**src/design/fdtp_pkg.sv**
```systemverilog
package fdtp_pkg;

  localparam int unsigned MaxDepth = 15;
  localparam int unsigned DepthW   = $clog2(MaxDepth + 1);
  localparam int unsigned WordW    = 32;
  localparam int unsigned LeftW    = 30;

  localparam logic [WordW-1:0] TokBeginNode = 32'h0000_0001;
  localparam logic [WordW-1:0] TokEndNode   = 32'h0000_0002;
  localparam logic [WordW-1:0] TokProp      = 32'h0000_0003;

  typedef enum logic [2:0] {
    KIND_BEGIN  = 3'd0,
    KIND_NAME   = 3'd1,
    KIND_END    = 3'd2,
    KIND_HEADER = 3'd3,
    KIND_DATA   = 3'd4
  } kind_e;

  typedef struct packed {
    logic [WordW-1:0] word;
    logic             last_word;
  } in_t;

  typedef struct packed {
    kind_e            kind;
    logic [3:0]       depth;
    logic [WordW-1:0] value;
    logic [WordW-1:0] prop_length;
    logic             final_piece;
    logic             depth_error;
  } event_t;

  function automatic logic [WordW-1:0] swap32(input logic [WordW-1:0] v);
    return {v[7:0], v[15:8], v[23:16], v[31:24]};
  endfunction

  function automatic logic has_zero_byte(input logic [WordW-1:0] v);
    return (v[7:0] == 8'h00) || (v[15:8] == 8'h00) ||
           (v[23:16] == 8'h00) || (v[31:24] == 8'h00);
  endfunction

endpackage

```
**src/design/fdtp_word_if.sv**
```systemverilog
interface fdtp_word_if;
  logic        valid;
  logic        ready;
  logic [31:0] word;
  logic        last_word;

  modport source (output valid, output word, output last_word, input ready);
  modport sink   (input valid, input word, input last_word, output ready);
endinterface

```
**src/design/fdtp_event_if.sv**
```systemverilog
interface fdtp_event_if;
  logic                valid;
  logic                ready;
  fdtp_pkg::kind_e     kind;
  logic [3:0]          depth;
  logic [31:0]         value;
  logic [31:0]         prop_length;
  logic                final_piece;
  logic                depth_error;

  modport source (output valid, output kind, output depth, output value,
                  output prop_length, output final_piece, output depth_error,
                  input ready);
  modport sink   (input valid, input kind, input depth, input value,
                  input prop_length, input final_piece, input depth_error,
                  output ready);
endinterface

```
**src/design/fdt_struct_token_parser_core.sv**
```systemverilog
// Device tree structure-block parser: takes one raw big-endian structure word
// per transfer and emits at most one event per word (node begin, name word,
// node end, property header, data word); NOP, END and unknown tokens emit
// nothing. A word can be taken every cycle while the output is not stalled;
// its event reaches the output through the input register, then the result
// register. While an event waits on the output, the input register takes one
// more word and holds it until the result register frees up, unless that word
// emits nothing. Nesting depth saturates at 0 and at the maximum depth with
// depth_error set. No configuration and no startup sequence: the block is
// ready right out of reset.
module fdt_struct_token_parser_core (
  input  logic          clk_i,
  input  logic          rst_ni,
  fdtp_word_if.sink     word_i,
  fdtp_event_if.source  event_o
);

  logic             in_vld;
  fdtp_pkg::in_t    in_item;
  logic             take;
  logic             push;
  logic             room;
  fdtp_pkg::event_t ev;

  fdtp_in_stage u_in_stage (
    .clk_i  (clk_i),
    .rst_ni (rst_ni),
    .word_i (word_i),
    .take_i (take),
    .vld_o  (in_vld),
    .item_o (in_item)
  );

  fdtp_parser u_parser (
    .clk_i      (clk_i),
    .rst_ni     (rst_ni),
    .vld_i      (in_vld),
    .item_i     (in_item),
    .out_room_i (room),
    .take_o     (take),
    .push_o     (push),
    .ev_o       (ev)
  );

  fdtp_out_stage u_out_stage (
    .clk_i   (clk_i),
    .rst_ni  (rst_ni),
    .push_i  (push),
    .ev_i    (ev),
    .room_o  (room),
    .event_o (event_o)
  );

`ifndef SYNTH
  a_err_kind: assert property (@(posedge clk_i) disable iff (!rst_ni)
    event_o.valid && event_o.depth_error |->
      (event_o.kind == fdtp_pkg::KIND_BEGIN) || (event_o.kind == fdtp_pkg::KIND_END))
    else $error("depth error on an event that is not a node begin or end");

  a_fin_kind: assert property (@(posedge clk_i) disable iff (!rst_ni)
    event_o.valid && event_o.final_piece |->
      (event_o.kind == fdtp_pkg::KIND_NAME) || (event_o.kind == fdtp_pkg::KIND_DATA))
    else $error("final piece on an event that is not a name or data word");

  a_len_kind: assert property (@(posedge clk_i) disable iff (!rst_ni)
    event_o.valid && (event_o.kind != fdtp_pkg::KIND_HEADER) &&
      (event_o.kind != fdtp_pkg::KIND_DATA) |-> (event_o.prop_length == '0))
    else $error("property length on a node event");

  a_push_room: assert property (@(posedge clk_i) disable iff (!rst_ni)
    push |-> room)
    else $error("event pushed into a full result register");
`endif

endmodule

```
**src/design/fdtp_in_stage.sv**
```systemverilog
module fdtp_in_stage (
  input  logic             clk_i,
  input  logic             rst_ni,
  fdtp_word_if.sink        word_i,
  input  logic             take_i,
  output logic             vld_o,
  output fdtp_pkg::in_t    item_o
);

  logic          vld_q;
  fdtp_pkg::in_t item_q;
  logic          load;

  assign word_i.ready = !vld_q || take_i;
  assign load         = word_i.valid && word_i.ready;

  always_ff @(posedge clk_i or negedge rst_ni) begin
    if (!rst_ni) begin
      vld_q <= 1'b0;
    end else if (word_i.ready) begin
      vld_q <= word_i.valid;
    end
  end

  always_ff @(posedge clk_i) begin
    if (load) begin
      item_q.word      <= word_i.word;
      item_q.last_word <= word_i.last_word;
    end
  end

  assign vld_o  = vld_q;
  assign item_o = item_q;

endmodule

```
**src/design/fdtp_parser.sv**
```systemverilog
module fdtp_parser (
  input  logic              clk_i,
  input  logic              rst_ni,
  input  logic              vld_i,
  input  fdtp_pkg::in_t     item_i,
  input  logic              out_room_i,
  output logic              take_o,
  output logic              push_o,
  output fdtp_pkg::event_t  ev_o
);

  typedef enum logic [2:0] {
    MODE_TOKEN = 3'd0,
    MODE_NAME  = 3'd1,
    MODE_PLEN  = 3'd2,
    MODE_POFF  = 3'd3,
    MODE_DATA  = 3'd4
  } mode_e;

  mode_e                          mode_q, mode_d;
  logic [fdtp_pkg::DepthW-1:0]    depth_q, depth_d;
  logic [fdtp_pkg::LeftW-1:0]     left_q, left_d;
  logic [fdtp_pkg::WordW-1:0]     held_q, held_d;
  logic [fdtp_pkg::WordW-1:0]     sw;
  logic [fdtp_pkg::WordW-1:0]     held_m1;
  logic                           emit;
  logic                           fin;
  logic                           at_max;
  fdtp_pkg::event_t               ev;

  assign sw      = fdtp_pkg::swap32(item_i.word);
  assign held_m1 = held_q - fdtp_pkg::WordW'(1);
  assign at_max  = depth_q >= fdtp_pkg::DepthW'(fdtp_pkg::MaxDepth);
  assign fin     = fdtp_pkg::has_zero_byte(item_i.word) || item_i.last_word;

  always_comb begin
    mode_d         = mode_q;
    depth_d        = depth_q;
    left_d         = left_q;
    held_d         = held_q;
    emit           = 1'b0;
    ev.kind        = fdtp_pkg::KIND_BEGIN;
    ev.depth       = 4'(depth_q);
    ev.value       = '0;
    ev.prop_length = '0;
    ev.final_piece = 1'b0;
    ev.depth_error = 1'b0;
    case (mode_q)
      MODE_TOKEN: begin
        if (sw == fdtp_pkg::TokBeginNode) begin
          emit           = 1'b1;
          ev.depth_error = at_max;
          mode_d         = MODE_NAME;
        end else if (sw == fdtp_pkg::TokEndNode) begin
          emit    = 1'b1;
          ev.kind = fdtp_pkg::KIND_END;
          if (depth_q == '0) begin
            ev.depth_error = 1'b1;
          end else begin
            depth_d  = depth_q - fdtp_pkg::DepthW'(1);
            ev.depth = 4'(depth_q - fdtp_pkg::DepthW'(1));
          end
        end else if (sw == fdtp_pkg::TokProp) begin
          mode_d = MODE_PLEN;
        end
      end
      MODE_NAME: begin
        emit           = 1'b1;
        ev.kind        = fdtp_pkg::KIND_NAME;
        ev.value       = item_i.word;
        ev.final_piece = fin;
        if (fin) begin
          if (!at_max) begin
            depth_d = depth_q + fdtp_pkg::DepthW'(1);
          end
          mode_d = MODE_TOKEN;
        end
      end
      MODE_PLEN: begin
        held_d = sw;
        mode_d = MODE_POFF;
      end
      MODE_POFF: begin
        emit           = 1'b1;
        ev.kind        = fdtp_pkg::KIND_HEADER;
        ev.value       = sw;
        ev.prop_length = held_q;
        if (held_q == '0) begin
          mode_d = MODE_TOKEN;
        end else begin
          left_d = held_m1[fdtp_pkg::WordW-1:2];
          mode_d = MODE_DATA;
        end
      end
      MODE_DATA: begin
        emit           = 1'b1;
        ev.kind        = fdtp_pkg::KIND_DATA;
        ev.value       = sw;
        ev.prop_length = held_q;
        ev.final_piece = (left_q == '0);
        if (left_q == '0) begin
          mode_d = MODE_TOKEN;
        end else begin
          left_d = left_q - fdtp_pkg::LeftW'(1);
        end
      end
      default: begin
        mode_d = MODE_TOKEN;
      end
    endcase
    if (item_i.last_word) begin
      mode_d = MODE_TOKEN;
      left_d = '0;
    end
  end

  assign take_o = vld_i && (out_room_i || !emit);
  assign push_o = take_o && emit;
  assign ev_o   = ev;

  always_ff @(posedge clk_i or negedge rst_ni) begin
    if (!rst_ni) begin
      mode_q  <= MODE_TOKEN;
      depth_q <= '0;
      left_q  <= '0;
      held_q  <= '0;
    end else if (take_o) begin
      mode_q  <= mode_d;
      depth_q <= depth_d;
      left_q  <= left_d;
      held_q  <= held_d;
    end
  end

endmodule

```
**src/design/fdtp_out_stage.sv**
```systemverilog
module fdtp_out_stage (
  input  logic              clk_i,
  input  logic              rst_ni,
  input  logic              push_i,
  input  fdtp_pkg::event_t  ev_i,
  output logic              room_o,
  fdtp_event_if.source      event_o
);

  logic             vld_q;
  fdtp_pkg::event_t ev_q;

  assign room_o = !vld_q || event_o.ready;

  always_ff @(posedge clk_i or negedge rst_ni) begin
    if (!rst_ni) begin
      vld_q <= 1'b0;
    end else if (room_o) begin
      vld_q <= push_i;
    end
  end

  always_ff @(posedge clk_i) begin
    if (room_o && push_i) begin
      ev_q <= ev_i;
    end
  end

  assign event_o.valid       = vld_q;
  assign event_o.kind        = ev_q.kind;
  assign event_o.depth       = ev_q.depth;
  assign event_o.value       = ev_q.value;
  assign event_o.prop_length = ev_q.prop_length;
  assign event_o.final_piece = ev_q.final_piece;
  assign event_o.depth_error = ev_q.depth_error;

endmodule

```
**src/flat_wrapper.sv**
```systemverilog
// flat-port wrapper written by rule: the top's interface ports become plain ports
module fdt_struct_token_parser_core_flat 
  (clk_i, rst_ni, word_i_valid, word_i_word, word_i_last_word, word_i_ready, event_o_valid, event_o_kind, event_o_depth, event_o_value, event_o_prop_length, event_o_final_piece, event_o_depth_error, event_o_ready);
  fdtp_word_if word_i_i ();
  fdtp_event_if event_o_i ();
  input  logic clk_i;
  input  logic rst_ni;
  input wire logic [$bits(word_i_i.valid)-1:0] word_i_valid;
  input wire logic [$bits(word_i_i.word)-1:0] word_i_word;
  input wire logic [$bits(word_i_i.last_word)-1:0] word_i_last_word;
  output wire logic [$bits(word_i_i.ready)-1:0] word_i_ready;
  output wire logic [$bits(event_o_i.valid)-1:0] event_o_valid;
  output wire logic [$bits(event_o_i.kind)-1:0] event_o_kind;
  output wire logic [$bits(event_o_i.depth)-1:0] event_o_depth;
  output wire logic [$bits(event_o_i.value)-1:0] event_o_value;
  output wire logic [$bits(event_o_i.prop_length)-1:0] event_o_prop_length;
  output wire logic [$bits(event_o_i.final_piece)-1:0] event_o_final_piece;
  output wire logic [$bits(event_o_i.depth_error)-1:0] event_o_depth_error;
  input wire logic [$bits(event_o_i.ready)-1:0] event_o_ready;
  assign word_i_i.valid = word_i_valid;
  assign word_i_i.word = word_i_word;
  assign word_i_i.last_word = word_i_last_word;
  assign word_i_ready = word_i_i.ready;
  assign event_o_valid = event_o_i.valid;
  assign event_o_kind = event_o_i.kind;
  assign event_o_depth = event_o_i.depth;
  assign event_o_value = event_o_i.value;
  assign event_o_prop_length = event_o_i.prop_length;
  assign event_o_final_piece = event_o_i.final_piece;
  assign event_o_depth_error = event_o_i.depth_error;
  assign event_o_i.ready = event_o_ready;
  fdt_struct_token_parser_core u_core (.clk_i(clk_i), .rst_ni(rst_ni), .word_i(word_i_i), .event_o(event_o_i));
endmodule
```
**config.mk**
```make
export PLATFORM = sky130hd
export DESIGN_NAME = fdt_struct_token_parser_core_flat
export DESIGN_NICKNAME = d
export VERILOG_FILES = /design/src/design/fdtp_pkg.sv /design/src/design/fdtp_word_if.sv /design/src/design/fdtp_event_if.sv /design/src/design/fdt_struct_token_parser_core.sv /design/src/design/fdtp_in_stage.sv /design/src/design/fdtp_parser.sv /design/src/design/fdtp_out_stage.sv /design/src/flat_wrapper.sv
export SDC_FILE = /design/constraint.sdc
export NUM_CORES = 1
export LEC_CHECK = 0
export ABC_AREA = 1
export BUFFER_PORTS_ARGS = -buffer_cell sky130_fd_sc_hd__clkbuf_2
export CORE_MARGIN = 2
export CORE_UTILIZATION = 60
export DETAILED_ROUTE_END_ITERATION = 16
export GPL_ROUTABILITY_DRIVEN = 0
export HOLD_SLACK_MARGIN = 0.02
export PLACE_DENSITY = 0.81
export SLEW_MARGIN = 10
export SYNTH_ARGS = -nofsm -noshare
export SYNTH_HDL_FRONTEND = slang
export SYNTH_SLANG_ARGS = --single-unit
export TNS_END_PERCENT = 20
```
**constraint.sdc**
```tcl
create_clock -name clk_i -period 5.35 [get_ports clk_i]
set_input_delay 0.535 -clock clk_i [delete_from_list [all_inputs] [get_ports clk_i]]
set_output_delay 0.535 -clock clk_i [all_outputs]
set_load 0.02 [all_outputs]
```
==> results.md, run 1 <==
- Overall die width: 125.7 µm
- Setup CP Type: flop to flop
- Ys flop type: edfxtp_1
- CTS Sinks: 177
- Core Area: 14,480 µm²
- Layout area overhead: 13.42%
- Slowest-stage cell, CP: inv_2
- Synth area leader: edfxtp_1
- Initial Util: 61.35%
- CP endpoint: u_core.u_out_stage.event_o.prop_length[7]
- Worst reg-to-reg path cell count: 9
- Post-synth top area share: 35.84%
- Sequential share of the synthesized area: 55.84%
- Via count: 7,700
- Reg2reg end: u_core.u_out_stage.event_o.prop_length[7]
- WL/cell: 16.90 µm
- Fin crit period: 3.846 ns
- Number of antenna violations at the first check in global routing: 0
- First-pass DRT Iterations: 5
- Tot GR Track Use: 29.16%
- Worst min-delay path category: input port to flop
- # diodes: 0
- Setup Fix Bufs, Post-CTS: 0
- Rel. slew slack: 22.76%
- Sum of buffers and inverters on the critical path: 3
- Levels on crit path: 9
- Endpoints failing hold: 0
- Clock Skew: 0.01402 ns
- Top cells by area, synth: edfxtp_1 (36%), dfrtp_1 (20%), nand2_1 (12%)
- CP delay by family, top: buffers and inverters
- Row count: 44
- Crit Path Max Fanout: 37
- P per Cell Area: 545.5 nW/µm²
- Post-synthesis register bit count: 177
- Clk root buf: clkbuf_16
- Outcome: finished, final reports clean
- Most common library cells after synthesis: nand2_1 (282), nor2_1 (181), edfxtp_1 (106)
- Synth Net Count: 1,083
- Post-synth ARST share: 40.11%
- Port bufs: 111
- Drt total wl: 22,630 µm
- GR Overflow Total: 0
- Area taken by multi-input logic gates: 3278 µm²
- Maxcap violations: 0
- Reg area: 4960 µm²
- Post-DP HPWL: 15,700 µm
- Most frequent cell after synthesis: nand2_1
- Die ar.: 15,790 µm²
- Total Power: 5.495 mW
- Worst path required time: 5.47 ns
- Data arrival, critical path: 3.97 ns
- Share of cells above drive strength 1: 17.23%
- Cells after Synth: 1,042
- RSZ-0062 raised after global routing: false
- Vias in the first global route: 7,372
- Nature of the critical path startpoint: flop
- Clock-pin slew on the worst setup and hold paths: 0.07 ns
- Antenna-violating nets left: 0
- Clock latency on the worst-skew pair: 0.44 ns
- Max Slew Vio Count: 0
- Area of the mapped netlist: 8882 µm²
- Htree depth: 4
- Fillcell total: 1,128
- Drt initial violations: 785
- Reg-to-Reg Start: u_core.u_parser.mode_q[1]
- R2R Setup Slk: 1.50 ns
- Worst Tran Pin Value: 1.157 ns
- Crit end category: flop
- CTS tree: yes
- Vias per cell: 5.751
- CTS max path bufs: 2
- Post-synth EDFFs: 106
- CP Cell Sequence: nor2_1 -> nand2_2 -> inv_2 -> nor2_1 -> nand3_2 -> a21oi_2 -> nand2_1 -> inv_2 -> buf_12
- IO Pins: 112
- Largest net degree at the start of global routing: 72
- Worst vdd ir: 308.8 µV
- # nets final: 1,183
- Crit path largest cell delay: 0.66 ns
- Max Fclk: 260.0 MHz
- Yosys warns: 0
- Final number of setup-violating endpoints: 0
- First-pass GRT wire length: 36,270 µm
- Drt drc: 0
- Worst setup path startpoint: u_core.u_parser.mode_q[1]
- Die Y: 125.7 µm
- Static leakage power: 4.696 nW
- Resize count post-CTS: 0
- Setup tns final: 0 ns
- Synth cell types: 40
- Hold_buf cts: 0
- Final period util: 71.88%
- Cts bufs inserted: 17
- Average size of a mapped cell: 8.524 µm²
==> worst register-to-register path: cells and delay by family (launching register included) <==
family          cells  cell delay, ns
compound gates      1            0.51
buf+inv             3            1.45
flops               1            0.43
simple gates        5            1.14
==> final cells by class <==
| type | instances | share of cell area, % |
|---|---|---|
| tap | 184 | 2.285 |
| timing repair buffer | 114 | 5.862 |
| multi-input combinational | 713 | 32.54 |
| sequential | 177 | 49.23 |
| clock buffer | 17 | 4.223 |
| inverter | 119 | 4.446 |
| clock inverter | 15 | 1.416 |
==> state kept, by name (all words and copies together), names as in the netlist <==
register	flops
u_core.u_out_stage.event_o.kind	3
u_core.u_out_stage.event_o.prop_length	32
u_core.u_parser.mode_q	3
u_core.u_in_stage.item_o	33
u_core.u_out_stage.event_o.depth_error	1
u_core.u_parser.depth_q	4
u_core.u_out_stage.event_o.depth	4
u_core.u_parser.left_q	30
u_core.u_out_stage.event_o.valid	1
u_core.u_in_stage.vld_o	1
u_core.u_out_stage.event_o.value	32
u_core.u_out_stage.event_o.final_piece	1
u_core.u_parser.held_q	32
==> cells in the final DEF, fill, tap and decap left out, drive strengths merged, types with 4 or more instances in the layout <==
cell type,n
nor3,8
clkbuf,127
edfxtp,106
o21ai,60
clkinv,6
nor2,188
xor2,14
inv,126
buf,4
o22ai,34
ha,4
nand4,22
a21oi,25
nand3,51
nand2,288
dfrtp,71
==> cell families after synthesis <==
group                      share of synthesized area, %
buffers and inverters                             7.254
DFF                                               55.84
AOI/OAI and AO/OA                                 8.466
and+or+nand+nor                                   26.30
xor gates and xnor gates                          1.578
adders and majority gates                        0.5635
==> worst min-delay path by stage <==
stage	cells past startpoint	start	slack (ns)	endpoint
2_1_floorplan	0	rst_ni	0.24	u_core.u_in_stage.vld_o
4_1_cts	1	word_i_word[0]	0.27	u_core.u_in_stage.item_o[1]
3_3_place_gp	2	u_core.u_parser.left_q[1]	0.47	u_core.u_parser.left_q[1]
5_1_grt	1	word_i_word[17]	0.26	u_core.u_in_stage.item_o[18]
6_report	1	word_i_word[27]	0.27	u_core.u_in_stage.item_o[28]
3_5_place_dp	2	u_core.u_parser.left_q[28]	0.48	u_core.u_parser.left_q[28]
==> report_power, final <==
part	switching, mW	internal (mW)
Clock	0.572	0.616
Sequential	0.355	1.82
Combinational	1.46	0.669
Total	2.39	3.11
==> stage by stage <==
stage                     instances  hold WS [ns]  setup slack (ns)  utilization (%)  instance area (µm²)
final                          1339        0.2707             1.504            69.58                10070
after global routing           1339        0.2577             1.219            69.58                10070
after CTS                      1339        0.2671             1.580            69.58                10070
after detailed placement       1307        0.4779             1.614            65.66                 9507
after global placement         1307        0.4651             1.725            65.66                 9507
after floorplan                1042        0.2394             2.304                -                 8882
==> metal layers <==
layer  vias up  wire [µm]  track usage, %
met3        65       1795           6.415
met4         0        887           13.53
met5         -          0               0
met2       414      10680           46.77
li1       3631          -               -
met1      3590       9275           38.29
Note: power is estimated with default switching activity, not from simulation.
==> run 2, diff against run 1 <==
ABC_AREA = 0   (was 1)
CORE_UTILIZATION = 58   (was 60)
PLACE_DENSITY = 0.79   (was 0.81)
clock period = 3.77 ns   (was 5.35 ns; I/O delays follow)
==> run 2 against run 1 <==
Effect of this change: design area fell by 4.2%; sequential share of layout area rose by 2.2 points; synthesized cell count fell by 33%; highest routed layer unchanged; largest power group unchanged; flip-flop and latch count did not move; critical endpoint is now word_i_ready; critical path type is now flop to primary output.
==> results.md, run 2 <==
- Outcome: finished, final reports clean
- Hold_buf cts: 0
- Overall die width: 124.1 µm
- Reg2reg end: u_core.u_parser.left_q[23]
- First-pass GRT wire length: 33,780 µm
- Die Y: 124.1 µm
- Crit end category: primary output
- Setup tns final: 0 ns
- Top cells by area, synth: edfxtp_1 (38%), dfrtp_1 (21%), mux2_2 (4.6%)
- Final period util: 89.97%
- P per Cell Area: 841.3 nW/µm²
- Cts bufs inserted: 17
- Post-synthesis register bit count: 177
- Rel. slew slack: 24.10%
- CTS max path bufs: 2
- WHS: 0.02481 ns
- CP Cell Sequence: nor4_1 -> nand4_1 -> nor2_1 -> a21boi_0 -> or3b_2 -> clkbuf_2
- Slowest-stage cell, CP: nor4_1
- Number of antenna violations at the first check in global routing: 0
- Max Fclk: 294.8 MHz
- Post-synth EDFFs: 106
- Setup Fix Bufs, Post-CTS: 0
- Layout area overhead: 15.30%
- Synth area leader: edfxtp_1
- WL/cell: 21.64 µm
- # nets final: 838
- CTS tree: yes
- Port bufs: 111
- Core Area: 13,990 µm²
- Largest net degree at the start of global routing: 64
- Post-synth ARST share: 40.11%
- Vias per cell: 6.544
- First-pass DRT Iterations: 7
- Die ar.: 15,410 µm²
- Worst path required time: 3.39 ns
- Nature of the critical path startpoint: flop
- Crit Path Max Fanout: 4
- Most common library cells after synthesis: edfxtp_1 (106), dfrtp_1 (71), nor2_1 (36)
- Clk root buf: clkbuf_16
- Max Slew Vio Count: 0
- Worst vdd ir: 582.5 µV
- Static leakage power: 3.823 nW
- Crit path largest cell delay: 0.64 ns
- Yosys warns: 0
- Data arrival, critical path: 3.01 ns
- Ys flop type: edfxtp_1
- Maxcap violations: 0
- R2R Setup Slk: 0.46 ns
- Synth Net Count: 737
- Sequential share of the synthesized area: 59.24%
- Post-synth top area share: 38.02%
- Vias in the first global route: 6,258
- Worst reg-to-reg path cell count: 8
- Endpoints failing hold: 0
- Synth cell types: 67
- CTS Sinks: 177
- Tot GR Track Use: 29.58%
- IO Pins: 112
- Resize count post-CTS: 0
- Worst setup path startpoint: u_core.u_in_stage.item_o[32]
- Design area: 9653 µm²
- Via count: 6,479
- GR Overflow Total: 0
- Drt drc: 0
- RSZ-0062 raised after global routing: false
- Average size of a mapped cell: 12.03 µm²
- Clock Skew: 0.009894 ns
- Most frequent cell after synthesis: edfxtp_1
- Reg-to-Reg Start: u_core.u_parser.mode_q[0]
- Htree depth: 4
- Worst min-delay path category: input port to async pin
- Setup CP Type: flop to primary output
- Row count: 43
- Worst Tran Pin Value: 1.130 ns
- Most frequent cells in the layout: clkbuf_2 (110), edfxtp_1 (106), dfrtp_1 (71)
- # diodes: 0
- Antenna-violating nets left: 0
- Clock latency on the worst-skew pair: 0.44 ns
- Final number of setup-violating endpoints: 0
- Commonest non-fill, non-tap cell in the layout: clkbuf_2
- Post-DP Area: 9085 µm²
- Clock-pin slew on the worst setup and hold paths: 0.06 ns
- Fin crit period: 3.392 ns
- Area of the mapped netlist: 8372 µm²
- Share of cells above drive strength 1: 24.44%
- Drt initial violations: 810
- Initial Util: 59.85%
- Post-DP HPWL: 14,190 µm
- Drt total wl: 21,420 µm
- Cells after Synth: 696
- Number of flip-flops in the largest register: 33
## run 2: changes by cell type in the layout (fill, tap and decap cells not counted), moves of 30 or more
| cell | change |
|---|---|
| o21ai_1 | -33 |
| o22ai_1 | -33 |
| nand2_1 | -252 |
| mux2_2 | +34 |
| nor2_1 | -146 |
| inv_2 | -30 |
| nor2b_1 | +33 |
| nand3_1 | -30 |
| inv_1 | -73 |
| a22o_1 | +32 |
## run 2: cell families after synthesis
family / share of synthesized area, %
simple gates: 16.05
mux: 4.573
xor+xnor: 1.988
buf+inv: 2.959
flops: 59.24
fa+ha+maj: 0.5978
compound gates: 14.59
## run 2: power by group
part / switching, mW / leakage [nW] / total [mW] / internal (mW)
Sequential: 0.575 / 1.91 / 3.25 / 2.67
Combinational: 1.94 / 1.64 / 3.15 / 1.21
Clock: 0.751 / 0.276 / 1.73 / 0.976
Total: 3.26 / 3.82 / 8.12 / 4.86
## run 2: area by class of cell
cell class                      instances  area, µm²
Sequential cell                       177       4960
Fill cell                            1000       4335
Multi-Input combinational cell        462       3182
Timing Repair Buffer                  123      658.1
Clock buffer                           19      432.9
Tap cell                              180      225.2
Clock inverter                         13      135.1
Inverter                               16      60.06
## run 2: worst max-delay path by stage
stage          depth (start not counted)                                  end  slack [ns]
2_1_floorplan                          9  u_core.u_out_stage.event_o.depth[0]        0.51
3_3_place_gp                           7         u_core.u_in_stage.item_o[30]        0.78
3_5_place_dp                           7         u_core.u_in_stage.item_o[29]        0.61
4_1_cts                                6                         word_i_ready        0.39
5_1_grt                                6                         word_i_ready        0.13
6_report                               6                         word_i_ready        0.38
## run 2: per-layer routing
metal	wire, µm	GRT usage (%)	up-vias
li1	-	-	2888
met1	8605	39.86	3179
met2	10460	47.06	350
met3	1658	5.952	62
met4	699	12.57	0
met5	0	0	-
## run 2: critical path, delay by kind of cell, from the launching register on
kind | cells | cell delay, ns
AND/OR/NAND/NOR | 4 | 1.74
flip-flops | 1 | 0.44
AO/OA/AOI/OAI | 1 | 0.22
buffers and inverters | 1 | 0.18
## run 2: through the flow
| step | total power, mW | cells | util (%) | worst slack [ns] |
|---|---|---|---|---|
| after floorplan | 5.350 | 696 | - | 0.5133 |
| after global placement | 6.225 | 958 | 64.95 | 0.7753 |
| after detailed placement | 6.303 | 958 | 64.95 | 0.6116 |
| after CTS | 8.047 | 990 | 69.01 | 0.3859 |
| after global routing | 8.547 | 990 | 69.01 | 0.1329 |
| final | 8.121 | 990 | 69.01 | 0.3782 |
==> run 3, diff against run 2 <==
BUFFER_PORTS_ARGS = unset   (was -buffer_cell sky130_fd_sc_hd__clkbuf_2)
CORE_UTILIZATION = 60   (was 58)
DONT_BUFFER_PORTS = 1   (was unset)
PLACE_DENSITY = 0.75   (was 0.79)
==> run 3 against run 2 <==
Effect of this change: register-to-register slack worse by 0.11 ns; maximum frequency fell by 2.2%; via count shrank 7.0%; sequential share of layout area rose by 2.9 points; die area is 3.2% lower; global-route usage down 0.93 points; clock power barely moved; count of clock-buffer cells in the layout increased by 2; critical path depth fell by 1; non-clock buffer count down 110; critical endpoint unchanged; largest cell class unchanged.
==> results.md, run 3 (synthesis results as in run 2) <==
- Row count: 43
- Layout area overhead: 9.206%
- Endpoints failing hold: 0
- Clock latency on the worst-skew pair: 0.43 ns
- Clock-pin slew on the worst setup and hold paths: 0.07 ns
- Die Y: 122.1 µm
- Worst Tran Pin Value: 1.079 ns
- Commonest non-fill, non-tap cell in the layout: edfxtp_1
- Htree depth: 4
- Fin crit period: 3.468 ns
- Max Fclk: 288.4 MHz
- R2R Setup Slk: 0.35 ns
- Setup tns final: 0 ns
- Worst min-delay path category: input port to flop
- Nature of the critical path startpoint: flop
- Drt total wl: 20,480 µm
- CTS max path bufs: 2
- Most frequent cells in the layout: edfxtp_1 (106), dfrtp_1 (71), nor2_1 (35)
- Layout Utilization: 66.38%
- Hold path start: word_i_word[16]
- Number of antenna violations at the first check in global routing: 1
- Post-DP Area: 8522 µm²
- First-pass DRT Iterations: 6
- First-pass GRT wire length: 31,640 µm
- Antenna-violating nets left: 0
- GR Overflow Total: 0
- Rel. slew slack: 27.91%
- Crit Path Max Fanout: 4
- Core Area: 13,770 µm²
- Final number of setup-violating endpoints: 0
- Worst vdd ir: 656.8 µV
- Port bufs: 0
- Maxcap violations: 0
- # nets final: 728
- Initial Util: 60.78%
- Tot GR Track Use: 28.66%
- Reg2reg end: u_core.u_in_stage.item_o[31]
- Design area: 9143 µm²
- Static leakage power: 3.378 nW
- Hold EP: u_core.u_in_stage.item_o[17]
- Place WS: 0.4616 ns
- Worst reg-to-reg path cell count: 7
- Vias per cell: 6.845
- Share of cells above drive strength 1: 12.59%
- Setup CP Type: flop to primary output
- Cts bufs inserted: 17
- Outcome: finished, final reports clean
- Hold depth: 0
- Largest net degree at the start of global routing: 72
- Overall die width: 122.1 µm
- Vias in the first global route: 5,769
- Drt initial violations: 849
- P per Cell Area: 870.2 nW/µm²
- Final period util: 91.98%
- Drt drc: 0
- Reg-to-Reg Start: u_core.u_in_stage.item_o[7]
- Post-DP HPWL: 13,730 µm
- Worst path required time: 3.39 ns
- CTS Sinks: 177
- RSZ-0062 raised after global routing: false
- Crit end category: primary output
- Die ar.: 14,910 µm²
- Data arrival, critical path: 3.09 ns
- IO Pins: 112
- Setup WS post-layout: 0.3025 ns
- Fillcell total: 1,011
- Setup Fix Bufs, Post-CTS: 0
- Worst setup path startpoint: u_core.u_in_stage.item_o[7]
- Clock Skew: 0.005566 ns
- WL/cell: 23.28 µm
- Clk root buf: clkbuf_16
- Max Slew Vio Count: 0
- CTS tree: yes
- Number of flip-flops in the largest register: 33
- Via count: 6,024
## run 3: through the flow
step	total power [mW]	hold slack, ns	std cells
2_1_floorplan	5.350	0.08141	696
3_3_place_gp	6.043	0.08462	846
6_report	7.956	0.03918	880
4_1_cts	7.905	0.03078	879
5_1_grt	8.363	0.02401	880
3_5_place_dp	6.138	0.08462	846
## run 3: per-layer routing
layer,up-vias,track usage (%),share of wire [%]
li1,2683,-,-
met2,322,45.50,49
met3,54,6.461,7.4
met1,2965,38.03,40
met5,-,0,0
met4,0,12.86,3.5
## run 3: power by group
group / leakage (nW) / internal [mW] / switching [mW]
clock network: 0.281 / 1.00 / 0.734
registers: 1.91 / 2.69 / 0.829
logic: 1.19 / 1.09 / 1.62
total: 3.38 / 4.78 / 3.18
## run 3: critical path: stages, from the launching register on
cell and delay, ns:
edfxtp_1 0.44, nor4_1 0.68, nand4_1 0.34, nor2_1 0.30, a21boi_0 0.26, or3b_2 0.63
## run 3: worst max-delay path by stage
stage / endpoint / cells past startpoint
after CTS: word_i_ready / 5
after global placement: u_core.u_in_stage.item_o[5] / 7
final: word_i_ready / 5
after global routing: word_i_ready / 5
after floorplan: u_core.u_out_stage.event_o.depth[0] / 9
after detailed placement: u_core.u_in_stage.item_o[32] / 7
## run 3: timing repair
action / CTS / global route
gates resized for setup: 0 / 0
hold endpoints to repair: 71 / 0
hold buffers: 2 / 0
## run 3: cell type report
class	instances	area [µm²]	share of cell area [%]
repair buffers	13	132.6	1.451
clock inverters	10	130.1	1.423
multi-input cells	462	3182	34.80
flip-flops and latches	177	4960	54.25
well taps	180	225.2	2.463
inverters	16	60.06	0.6569
clock buffers	21	450.4	4.927
diodes	1	2.502	0.02737
